### src/rtl/pie_pkg.sv
// Package: shared constants and types for the parenthesized infix evaluator.
`timescale 1ns / 1ps
package pie_pkg;
  localparam int NestDepth = 16;
  localparam int LvlW = $clog2(NestDepth + 1);
  localparam int IdxW = (NestDepth > 1) ? $clog2(NestDepth) : 1;

  typedef enum logic [2:0] {
    StOk = 3'd0, StSyntax = 3'd1, StDivZero = 3'd2, StIncomplete = 3'd3, StOverflow = 3'd4
  } status_e;

  typedef enum logic [1:0] {OpAdd = 2'd0, OpSub = 2'd1, OpMul = 2'd2, OpDiv = 2'd3} op_e;

  typedef enum logic [1:0] {
    PhLeft = 2'd0, PhOper = 2'd1, PhRight = 2'd2, PhClose = 2'd3
  } phase_e;

  typedef struct packed {
    logic [31:0] left;
    op_e         op;
    phase_e      phase;
  } frame_t;

  typedef struct packed {
    logic        start;
    op_e         op;
    logic [31:0] a;
    logic [31:0] b;
  } alu_req_t;

  typedef struct packed {
    logic        done;
    logic        dz;
    logic [31:0] res;
  } alu_rsp_t;
endpackage

### src/rtl/pie_frame_ram.sv
// Frame stack memory: one write port, one registered read port.
`timescale 1ns / 1ps
module pie_frame_ram import pie_pkg::*; (
  input  logic               clk_i,
  input  logic               we_i,
  input  logic [IdxW-1:0]    waddr_i,
  input  frame_t             wdata_i,
  input  logic [IdxW-1:0]    raddr_i,
  output frame_t             rdata_o
);
  frame_t mem [NestDepth];
  always_ff @(posedge clk_i) begin
    if (we_i) mem[waddr_i] <= wdata_i;
    rdata_o <= mem[raddr_i];
  end
endmodule

### src/rtl/pie_alu.sv
// Multicycle arithmetic unit: add/sub/mul straight into the response register, restoring divide one bit a cycle.
`timescale 1ns / 1ps
module pie_alu import pie_pkg::*; (
  input  logic     clk_i,
  input  logic     rst_ni,
  input  alu_req_t req_i,
  output alu_rsp_t rsp_o
);
  logic        busy_q, busy_d, neg_q, neg_d;
  logic [5:0]  cnt_q, cnt_d;
  logic [31:0] quo_q, quo_d, rem_q, rem_d, div_q, div_d;
  alu_rsp_t    rsp_q, rsp_d;
  logic [32:0] trial;
  logic [31:0] rem_sh;

  always_comb begin
    busy_d = busy_q; cnt_d = cnt_q; quo_d = quo_q; rem_d = rem_q; div_d = div_q;
    neg_d = neg_q;
    rsp_d = '0;
    rem_sh = {rem_q[30:0], quo_q[31]};
    trial = {1'b0, rem_sh} - {1'b0, div_q};
    if (req_i.start) begin
      case (req_i.op)
        OpAdd: begin rsp_d.done = 1'b1; rsp_d.res = req_i.a + req_i.b; end
        OpSub: begin rsp_d.done = 1'b1; rsp_d.res = req_i.a - req_i.b; end
        OpMul: begin rsp_d.done = 1'b1; rsp_d.res = req_i.a * req_i.b; end
        default: begin
          if (req_i.b == '0) begin
            rsp_d.done = 1'b1; rsp_d.dz = 1'b1;
          end else begin
            busy_d = 1'b1; cnt_d = 6'd32; rem_d = '0;
            quo_d = req_i.a[31] ? 32'd0 - req_i.a : req_i.a;
            div_d = req_i.b[31] ? 32'd0 - req_i.b : req_i.b;
            neg_d = req_i.a[31] ^ req_i.b[31];
          end
        end
      endcase
    end else if (busy_q) begin
      if (!trial[32]) begin
        rem_d = trial[31:0]; quo_d = {quo_q[30:0], 1'b1};
      end else begin
        rem_d = rem_sh; quo_d = {quo_q[30:0], 1'b0};
      end
      cnt_d = cnt_q - 6'd1;
      if (cnt_q == 6'd1) begin
        busy_d = 1'b0; rsp_d.done = 1'b1;
        rsp_d.res = neg_q ? 32'd0 - quo_d : quo_d;
      end
    end
  end

  always_ff @(posedge clk_i or negedge rst_ni) begin
    if (!rst_ni) begin
      busy_q <= 1'b0; cnt_q <= '0; rsp_q <= '0;
    end else begin
      busy_q <= busy_d; cnt_q <= cnt_d; rsp_q <= rsp_d;
    end
  end
  always_ff @(posedge clk_i) begin
    quo_q <= quo_d; rem_q <= rem_d; div_q <= div_d; neg_q <= neg_d;
  end
  assign rsp_o = rsp_q;
endmodule

### src/rtl/paren_infix_evaluator.sv
// Top level: byte-serial fully parenthesized infix evaluator.
//
// Input channel s_axis_*: one text byte per beat. Digits build a decimal
// number, + - * / ( ) are tokens, newline or zero ends the line, other bytes
// are ignored. Output channel m_axis_*: one beat per finished expression or
// error, carrying the 32-bit wrapped value and a status code.
// Open frames sit in a 16-entry synchronous RAM. A digit is accepted, then
// accumulated; any other byte is accepted, the top frame is read, then it is
// updated. Ending a number adds a pass that hands the operand to the top
// frame, and closing a frame with ')' re-reads the parent frame. Applying
// + - * goes through the ALU; a divide runs the one-bit-a-cycle restoring
// divider. A finished result is staged and then waits in the
// output register; intake goes on until the next result is staged, then
// stalls while m_axis_tready is low.
// Reset clears the level count, the number builder and the output register;
// the frame RAM is not cleared: frame 0 reads as fresh until first written,
// and every other frame is written when it is opened.
`timescale 1ns / 1ps
module paren_infix_evaluator import pie_pkg::*; (
  input  logic        clk_i,
  input  logic        rst_ni,
  input  logic        s_axis_tvalid_i,
  output logic        s_axis_tready_o,
  input  logic [7:0]  s_axis_tdata_i,   // [7:0] char_in
  output logic        m_axis_tvalid_o,
  input  logic        m_axis_tready_i,
  output logic [39:0] m_axis_tdata_o    // [31:0] value, [34:32] status, rest zero
);
  typedef enum logic [2:0] {SIdle, SRead, SExec, SAlu, SWait, SPop} state_e;

  state_e          state_q;
  logic [7:0]      ch_q;
  logic [31:0]     acc_q, opnd_q;
  logic            numact_q, numpend_q, chpend_q;
  logic [LvlW-1:0] lvl_q;
  logic            fresh_q;
  logic            ovld_q;
  logic [31:0]     oval_q;
  status_e         ost_q;
  logic [31:0]     rval_q;
  status_e         rstat_q;

  logic            we;
  logic [IdxW-1:0] waddr, raddr;
  frame_t          wdata, top;
  alu_req_t        areq;
  alu_rsp_t        arsp;

  logic is_dig, is_eol, is_tok;
  logic [IdxW-1:0] tidx;
  logic [LvlW-1:0] lvl_eff;
  assign is_dig = (ch_q >= "0") && (ch_q <= "9");
  assign is_eol = (ch_q == 8'd0) || (ch_q == 8'h0A);
  assign is_tok = (ch_q == "+") || (ch_q == "-") || (ch_q == "*") || (ch_q == "/") ||
                  (ch_q == "(") || (ch_q == ")");
  assign tidx   = IdxW'(lvl_q - LvlW'(1));
  // level once frame 0 is open
  assign lvl_eff = (lvl_q == '0) ? LvlW'(1) : lvl_q;

  pie_frame_ram u_ram (.clk_i, .we_i(we), .waddr_i(waddr), .wdata_i(wdata),
                       .raddr_i(raddr), .rdata_o(top));
  pie_alu u_alu (.clk_i, .rst_ni, .req_i(areq), .rsp_o(arsp));

  assign s_axis_tready_o = (state_q == SIdle);
  assign m_axis_tvalid_o = ovld_q;
  assign m_axis_tdata_o  = {5'd0, ost_q, oval_q};
  assign raddr = tidx;

  // effective top frame: a fresh frame 0 when idle or not yet written
  frame_t cur;
  always_comb begin
    cur = top;
    if (lvl_q == '0 || (lvl_q == LvlW'(1) && fresh_q)) cur.phase = PhLeft;
  end

  always_comb begin
    we = 1'b0; waddr = tidx; wdata = cur; areq = '0;
    if (state_q == SExec && numpend_q && cur.phase == PhLeft && lvl_q != '0) begin
      we = 1'b1; wdata.left = opnd_q; wdata.phase = PhOper;
    end else if (state_q == SExec && numpend_q && cur.phase == PhRight) begin
      areq.start = 1'b1; areq.op = cur.op; areq.a = cur.left; areq.b = opnd_q;
    end else if (state_q == SExec && !numpend_q && chpend_q && is_tok) begin
      if (ch_q == "(") begin
        if ((cur.phase == PhLeft || cur.phase == PhRight) &&
            lvl_eff < LvlW'(NestDepth)) begin
          we = 1'b1; waddr = IdxW'(lvl_eff); wdata.phase = PhLeft;
        end
      end else if (ch_q != ")" && cur.phase == PhOper) begin
        we = 1'b1;
        wdata.phase = PhRight;
        case (ch_q)
          "+":     wdata.op = OpAdd;
          "-":     wdata.op = OpSub;
          "*":     wdata.op = OpMul;
          default: wdata.op = OpDiv;
        endcase
      end
    end else if (state_q == SAlu && arsp.done && !arsp.dz && tidx != '0) begin
      we = 1'b1; wdata.left = arsp.res; wdata.phase = PhClose;
    end
  end

  always_ff @(posedge clk_i) begin
    if (s_axis_tready_o && s_axis_tvalid_i) ch_q <= s_axis_tdata_i;
  end

  always_ff @(posedge clk_i or negedge rst_ni) begin
    if (!rst_ni) begin
      state_q <= SIdle; acc_q <= '0; numact_q <= 1'b0; numpend_q <= 1'b0;
      chpend_q <= 1'b0; lvl_q <= '0; ovld_q <= 1'b0; oval_q <= '0; ost_q <= StOk;
      opnd_q <= '0; fresh_q <= 1'b1; rval_q <= '0; rstat_q <= StOk;
    end else begin
      if (ovld_q && m_axis_tready_i) ovld_q <= 1'b0;
      if (we && waddr == '0) fresh_q <= 1'b0;
      case (state_q)
        SIdle: begin
          if (s_axis_tvalid_i) begin
            state_q <= SRead;
          end
        end
        SRead: begin
          state_q <= SExec; chpend_q <= 1'b1; numpend_q <= 1'b0;
          if (is_dig) begin
            chpend_q <= 1'b0; state_q <= SIdle;
            if (lvl_q == '0) lvl_q <= LvlW'(1);
            acc_q <= numact_q ? acc_q * 32'd10 + {28'd0, ch_q[3:0]} : {28'd0, ch_q[3:0]};
            numact_q <= 1'b1;
          end else if (numact_q) begin
            numact_q <= 1'b0; numpend_q <= 1'b1; opnd_q <= acc_q;
          end
        end
        SExec: begin
          state_q <= SIdle;
          if (numpend_q) begin
            // hand an operand to the top frame
            numpend_q <= 1'b0;
            if (cur.phase == PhLeft) begin
              state_q <= chpend_q ? SRead : SIdle;
            end else if (cur.phase == PhRight) begin
              state_q <= SAlu;
            end else begin
              state_q <= SWait; rval_q <= '0; rstat_q <= StSyntax; chpend_q <= 1'b0;
            end
          end else if (chpend_q) begin
            chpend_q <= 1'b0;
            if (is_eol) begin
              if (lvl_q != '0) begin
                state_q <= SWait; rval_q <= '0; rstat_q <= StIncomplete;
              end
            end else if (is_tok) begin
              if (lvl_q == '0) lvl_q <= LvlW'(1);
              if (ch_q == "(") begin
                if (cur.phase != PhLeft && cur.phase != PhRight) begin
                  state_q <= SWait; rval_q <= '0; rstat_q <= StSyntax;
                end else if (lvl_eff >= LvlW'(NestDepth)) begin
                  state_q <= SWait; rval_q <= '0; rstat_q <= StOverflow;
                end else begin
                  lvl_q <= lvl_eff + LvlW'(1);
                end
              end else if (ch_q == ")") begin
                if (cur.phase != PhClose || lvl_q <= LvlW'(1)) begin
                  state_q <= SWait; rval_q <= '0; rstat_q <= StSyntax;
                end else begin
                  // pop, then read the parent before delivering the value
                  lvl_q <= lvl_q - LvlW'(1); opnd_q <= cur.left;
                  numpend_q <= 1'b1; state_q <= SPop;
                end
              end else if (cur.phase != PhOper) begin
                state_q <= SWait; rval_q <= '0; rstat_q <= StSyntax;
              end
            end
          end
        end
        SPop: state_q <= SExec;
        SAlu: begin
          if (arsp.done) begin
            if (arsp.dz) begin
              state_q <= SWait; rval_q <= '0; rstat_q <= StDivZero; chpend_q <= 1'b0;
            end else if (tidx == '0) begin
              state_q <= SWait; rval_q <= arsp.res; rstat_q <= StOk; chpend_q <= 1'b0;
            end else begin
              state_q <= chpend_q ? SRead : SIdle;
            end
          end
        end
        SWait: begin
          // publish once the output register is free
          if (!ovld_q || m_axis_tready_i) begin
            ovld_q <= 1'b1; oval_q <= rval_q; ost_q <= rstat_q;
            state_q <= SIdle; lvl_q <= '0; fresh_q <= 1'b1;
            numact_q <= 1'b0; acc_q <= '0;
          end
        end
        default: state_q <= SIdle;
      endcase
      // re-reading after an operand: skip the number step on the second pass
      if (state_q == SExec && numpend_q && cur.phase == PhLeft) numact_q <= 1'b0;
    end
  end

  status_e ost_prev;
  assign ost_prev = ost_q;
  a_ready_idle: assert property (@(posedge clk_i) disable iff (!rst_ni)
    s_axis_tready_o |-> state_q == SIdle) else $error("ready outside idle");
  a_out_hold: assert property (@(posedge clk_i) disable iff (!rst_ni)
    (ovld_q && !m_axis_tready_i) |=> ovld_q && $stable(oval_q))
    else $error("output changed under stall");
  a_lvl_bound: assert property (@(posedge clk_i) disable iff (!rst_ni)
    lvl_q <= LvlW'(NestDepth)) else $error("level beyond depth");
  a_err_zero: assert property (@(posedge clk_i) disable iff (!rst_ni)
    (ovld_q && ost_prev != StOk) |-> oval_q == '0) else $error("error with value");
endmodule
### config.mk
export PLATFORM = sky130hd
export DESIGN_NAME = paren_infix_evaluator
export DESIGN_NICKNAME = d
export VERILOG_FILES = /design/src/rtl/pie_pkg.sv /design/src/rtl/pie_frame_ram.sv /design/src/rtl/pie_alu.sv /design/src/rtl/paren_infix_evaluator.sv
export SDC_FILE = /design/constraint.sdc
export NUM_CORES = 2
export LEC_CHECK = 0
export ABC_AREA = 1
export BUFFER_PORTS_ARGS = -buffer_cell sky130_fd_sc_hd__buf_2
export CELL_PAD_IN_SITES_DETAIL_PLACEMENT = 1
export CELL_PAD_IN_SITES_GLOBAL_PLACEMENT = 2
export CORE_MARGIN = 3
export CORE_UTILIZATION = 36
export DETAILED_ROUTE_END_ITERATION = 10
export GPL_ROUTABILITY_DRIVEN = 0
export GPL_TIMING_DRIVEN = 0
export HOLD_SLACK_MARGIN = 0.15
export PLACE_DENSITY = 0.76
export SLEW_MARGIN = 20
export SYNTH_ARGS = -nofsm -noshare
export SYNTH_HDL_FRONTEND = slang
export SYNTH_HIERARCHICAL = 1
export SYNTH_SLANG_ARGS = --single-unit
### constraint.sdc
create_clock -name clk_i -period 8.8 [get_ports clk_i]
set_clock_uncertainty 0.2 [all_clocks]
set_input_delay 0.44 -clock clk_i [delete_from_list [all_inputs] [get_ports clk_i]]
set_output_delay 0.44 -clock clk_i [all_outputs]
set_load 0.02 [all_outputs]
After elaboration in Yosys (flattened, before gate mapping) --
Memory sizes are Yosys's and may differ from the RTL's. A register that Yosys moved wholly into a read port is not among the register bits. Index checks and enable logic that the tools add are counted.
Operators by class: add/subtract/negate cells 10, multipliers 2, order comparisons 5, equal/unequal tests 47, multiplexer cells 176, bitwise gates (word level) 3, reduce and logical (&&, ||, !) cells 61
Operator list (count):
- $mux W32 | 42
- $pmux W32 S2 | 3
- $mux W31 | 6
- $mux W67 | 2
- $mux W3 | 33
- $pmux W32 S3 | 1
- $sub A1 B32 Y32 const A | 3
- $mux W5 | 12
- $eq A8 B6 Y1 const B | 6
- $mux W1 | 48
- $mux W36 | 1
- $sub A32 B32 Y33 | 1
- $add A32 B32 Y32 | 1
- $add A32 B4 Y32 | 1
- $logic_not A32 Y1 | 1
- $mul A32 B3 Y31 const B | 1
- $mul A32 B32 Y32 | 1
- $ne A2 B2 Y1 const B | 16
- $sub A32 B32 Y32 | 1
- $mux W4 | 6
- $mux W6 | 4
- $mux W2 | 11
- $logic_and A1 B1 Y1 | 18
- $ne A6 B6 Y1 const B | 3
- 47 further kinds | 82
Word-level totals: bits in registers 292, bits in writable memories 576, input port bits 12, output and inout bits 42, word-level logic and storage cells 329, memories kept 1
Memory list:
- u_ram.mem | depth 16, width 36, rd ports 1, clocked after memory_dff 1, wr ports 1, line pie_frame_ram.sv:11 | frame_t mem [NestDepth];

Longest topological paths before layout --
depth after elaboration 17, gate-level depth with buffers 47, mapped depth without buffers 43

Cells and area by module --
The synthesis kept the hierarchy.
By module, submodules not included:
- pie_alu | times used 1, cells an instance 3987, area an instance 28777.6 sq um, sequential area each 3908.7 sq um
- pie_frame_ram | times used 1, cells an instance 2379, area an instance 25394.4 sq um, sequential area each 18017.3 sq um
- paren_infix_evaluator | times used 1, cells an instance 1734, area an instance 11895.2 sq um, sequential area each 3920.0 sq um

Worst setup path after synthesis --
No wires, ideal clock.
path type register to register, start point reg lvl_q[0], end point reg u_alu.rsp_q (netlist bit u_alu/rsp_o[30]), setup time 0.119 ns, arrival time 8.251 ns, required time 8.481 ns, setup slack 0.230 ns, stages on the path, launching flop included 38, buffers on the path 4, clock period less this slack 8.570 ns, cells stage by stage dfrtp_1 > inv_1 > ha_1 > nand3_2 > nand3_4 > nand2_1 > nor3_2 > inv_2 > buf_2 > buf_1 > nor2_1 > clkbuf_1 > clkbuf_1 > nand2_1 > fa_1 > inv_1 > fa_1 > inv_1 > [2 not listed] > fa_1 > inv_1 > fa_1 > fa_1 > inv_1 > fa_1 > fa_1 > ha_1 > inv_1 > nor3_1 > nand2_1 > o211a_1 > nand2_1 > a21oi_1 > o21ai_0 > o21ai_1 > nand2_1 > nand2_1
RTL lines:
- start: declaration | line paren_infix_evaluator.sv:35 | logic [LvlW-1:0] lvl_q;
- start signal: assignment | line paren_infix_evaluator.sv:125 | if (lvl_q == '0) lvl_q <= LvlW'(1);
- start signal: assignment | line paren_infix_evaluator.sv:151 | if (lvl_q == '0) lvl_q <= LvlW'(1);
- start signal: assignment | line paren_infix_evaluator.sv:158 | lvl_q <= lvl_eff + LvlW'(1);
- end signal: assignment | line pie_alu.sv:56 | busy_q <= busy_d; cnt_q <= cnt_d; rsp_q <= rsp_d;
- end: declaration | line pie_alu.sv:12 | alu_rsp_t rsp_q, rsp_d;

==> results.tsv <==
stage	metric	value	unit
floorplanning	Core ar.	0.1815	mm2
setup_path	Worst setup SP type	flip-flop	
pwr	Pwr Density	227.7	mW/mm2
routing	drt pass-1 iters	6	
setup_path	critical path class	reg -> reg	
place	Cells after DPL	10586	
clocking	CTS tree	yes	
routing	initial drt markers	5575	
routing	Detailed Route WL	274800	um
place	DP Area	0.07061	mm2
pwr	Leak	0.03827	uW
setup_path	crit path from	lvl_q[3]$_DFFE_PN0P_	
synth	Post-Syn Area per Cell	8.156	um2
sta	final slew viol count	0	
grt	global route overflow	0	
layout	area grow syn2layout	16.84	%
clocking	CTS Root Cell	clkbuf_16	
setup_path	highest-delay cell along the critical path	fa_1	
synth	Post-synth ARST share	0.2080	
synth	Seq/Total Area, Yosys	0.3912	
sta	Fin Setup TNS	0	ps
synth	Synth top cells by count	nand2_1, inv_1, edfxtp_1	
synth	Main synth FF type	edfxtp_1	
floorplanning	die area	0.1887	mm2
sta	final setup margin	61.42	ps
floorplanning	FP Rows	156	
grt	largest net degree at the start of global routing	87	
synth	Syn Std Cell Area	0.06607	mm2
routing	drt drc	0	
synth	synthesized flop and latch total	904	
setup_path	Setup crit end	u_alu/rsp_o[26]$_DFF_PN0_	
synth	count of flip-flops with a built-in enable after synthesis	680	
floorplanning	Die Y	434.4	um
layout	Final Non-Filler Cells	10908	
sta	RSZ-0062 raised after global routing	true	
pwr	highest ir drop seen on vdd	0.0002249	V
routing	Vias	58032	
setup_path	CP dominant cell by count	fa_1	
synth	Netlist cell types	71	
clocking	worst skew pair latency	770	ps
setup_path	critical path peak fanout	6	
run	max cap viols	0	
grt	initial antenna violation count	12	
place	pre-CTS worst setup slack	-3830	ps
setup_path	cell depth of the worst flop-to-flop path	37	
setup_path	WP data arrival	9110	ps
synth	top cells by area, synth	edfxtp_1, nand2_1, fa_1, inv_1, dfrtp_1	
grt	overall routing resource usage	0.2892	
setup_path	Worst R2R Setup Slack	60	ps
place	IO buf count	48	
sta	Fin. Hold Viols	0	
sta	worst slew pin tran	1220	ps
layout	Design Area, Final	0.07719	mm2
synth	post-synth top area share	0.3091	
floorplanning	IO Pins	54	
routing	antenna viol nets, final	0	
synth	Yosys warnings	6	
synth	most frequent cell after synthesis	nand2_1	
grt	vias in the first global route	58992	
routing	WL/cell	25.20	um
sta	final cycle utilization of the critical path	0.9930	
clocking	CTS max path bufs	3	
setup_path	crit-path max cell delay	540	ps
clocking	CTS HTree Levels	3	
clocking	Num Clock Sinks	904	
grt	first-pass GRT wire length	398900	um
sta	Final min period	8739	ps
clocking	total CTS buffers	102	
floorplanning	initial core utilization	0.3640	
sta	Worst slew margin	0.1870	
place	post-DP HPWL	214900	um
sta	# setup viols final	0	
setup_path	RR Startpoint	lvl_q[3]$_DFFE_PN0P_	
clocking	Worst-path clk slew	70	ps
sta	f_max	0.1144	GHz
setup_path	RR Endpoint	u_alu/rsp_o[26]$_DFF_PN0_	
synth	area leader, netlist	edfxtp_1	
floorplanning	die width	434.4	um
worst_hold_path	Hold Crit Class	in -> reg	
outcome	outcome	complete, no violations	
routing	post-DR vias/cell	5.320	
setup_path	WP data required	9170	ps
layout	Final nets	9124	
layout	layout cell share with drive strength beyond 1	0.1170	
setup_path	Worst setup EP type	flip-flop	
synth	Synth Instances	8100	
[power breakdown]
group          leakage, uW  internal (uW)  switching (uW)
sequential         0.00896           5300             175
combinational       0.0276           1980            5650
clock              0.00169           2580            1890
total               0.0383           9860            7720
[cells by family after synthesis]
| group | count (synthesis) | share of synthesized area |
|---|---|---|
| AOI/OAI and AO/OA | 805 | 0.07174 |
| xor gates and xnor gates | 111 | 0.01494 |
| adders and majority gates | 667 | 0.1731 |
| buffers and inverters | 2050 | 0.1216 |
| DFF | 904 | 0.3912 |
| other | 1 | 0.00005676 |
| and+or+nand+nor | 3562 | 0.2273 |
[critical path: cells and delay by family (launching register included)]
family	cells	cell delay (ps)
buffers and inverters	8	950
AO/OA/AOI/OAI	2	210
adder cells (fa/ha/maj)	9	4270
AND/OR/NAND/NOR	18	2420
flip-flops	1	470
[metal layers]
metal  share of wire  global-route usage  routed length [um]
met1            0.46              0.4283              126700
met2            0.43              0.4379              119000
met3           0.078             0.04395               21460
met4           0.028             0.08050                7639
met5        0.000080                   0                  22
[cells in the final DEF (no fill, tap or decap), types with 42 or more instances in the layout]
cell / synthesis / final
nor2_1: 335 / 269
nor2_4: 13 / 67
edfxtp_1: 680 / 680
o21ai_1: 33 / 52
xor2_1: 68 / 68
buf_4: 37 / 177
nor3_1: 46 / 44
buf_2: 88 / 126
nand3_1: 643 / 638
inv_1: 1650 / 1634
clkbuf_1: 157 / 101
buf_12: 0 / 42
dfrtp_1: 187 / 185
ha_1: 255 / 239
fa_1: 412 / 395
a21oi_1: 211 / 201
clkbuf_16: 0 / 117
o211ai_1: 72 / 72
buf_6: 11 / 45
nand2_1: 2352 / 2333
o21ai_0: 350 / 302
[what timing repair did]
action | in CTS | in global routing
endpoints found under the hold margin | 116 | 0
gates cloned | 0 | 2
buffers inserted | 52 | 68
gates resized for setup | 495 | 183
hold buffers | 13 | 0
pin swaps | 40 | 112
setup endpoints to repair | 27 | 17
[sequential cells by signal, indices dropped and copies added, names as in the netlist]
name	count
u_alu/neg_q	1
oval_q	32
ch_q	8
fresh_q	1
m_axis_tvalid_o	1
u_alu/cnt_q	6
numact_q	1
u_ram/mem	576
u_alu/rem_q	31
state_q	3
u_alu/busy_q	1
u_ram/rdata_o	36
u_alu/rsp_o	34
lvl_q	5
rstat_q	3
opnd_q	32
ost_prev	3
u_alu/div_q	32
rval_q	32
acc_q	32
u_alu/quo_q	32
numpend_q	1
chpend_q	1
[metrics by stage]
step / util / power, uW / hold WS, ps
after global placement: 0.3817 / 12460 / 251.3
after floorplan: - / 9526 / -55.59
after CTS: 0.4195 / 17460 / 202.9
after detailed placement: 0.3890 / 12780 / 194.0
after global routing: 0.4252 / 18340 / 233.7
final: 0.4252 / 17580 / 260.0
[final cells by class]
| class | instances | area (um2) |
|---|---|---|
| Clock buffer | 136 | 2801 |
| Buffer | 353 | 2723 |
| Multi-Input combinational cell | 5150 | 33200 |
| Clock inverter | 56 | 708.2 |
| Sequential cell | 904 | 25850 |
| Fill cell | 21567 | 104300 |
| Tap cell | 2370 | 2965 |
| Inverter | 1686 | 6351 |
| Antenna cell | 5 | 12.51 |
| Timing Repair Buffer | 248 | 2579 |
[worst min path at each step]
stage	start	endpoint	slack, ps	depth (start not counted)
global placement	oval_q[19]$_DFFE_PN0P_	oval_q[19]$_DFFE_PN0P_	250	2
finish	s_axis_tdata_i[1]	ch_q[1]$_DFFE_PP_	260	2
floorplan	rst_ni	acc_q[0]$_DFFE_PN0P_	-60	0
CTS	s_axis_tdata_i[5]	ch_q[5]$_DFFE_PP_	200	2
global route	s_axis_tdata_i[1]	ch_q[1]$_DFFE_PP_	230	2
detailed placement	rst_ni	oval_q[24]$_DFFE_PN0P_	190	1
(Power assumes the default switching activity.)
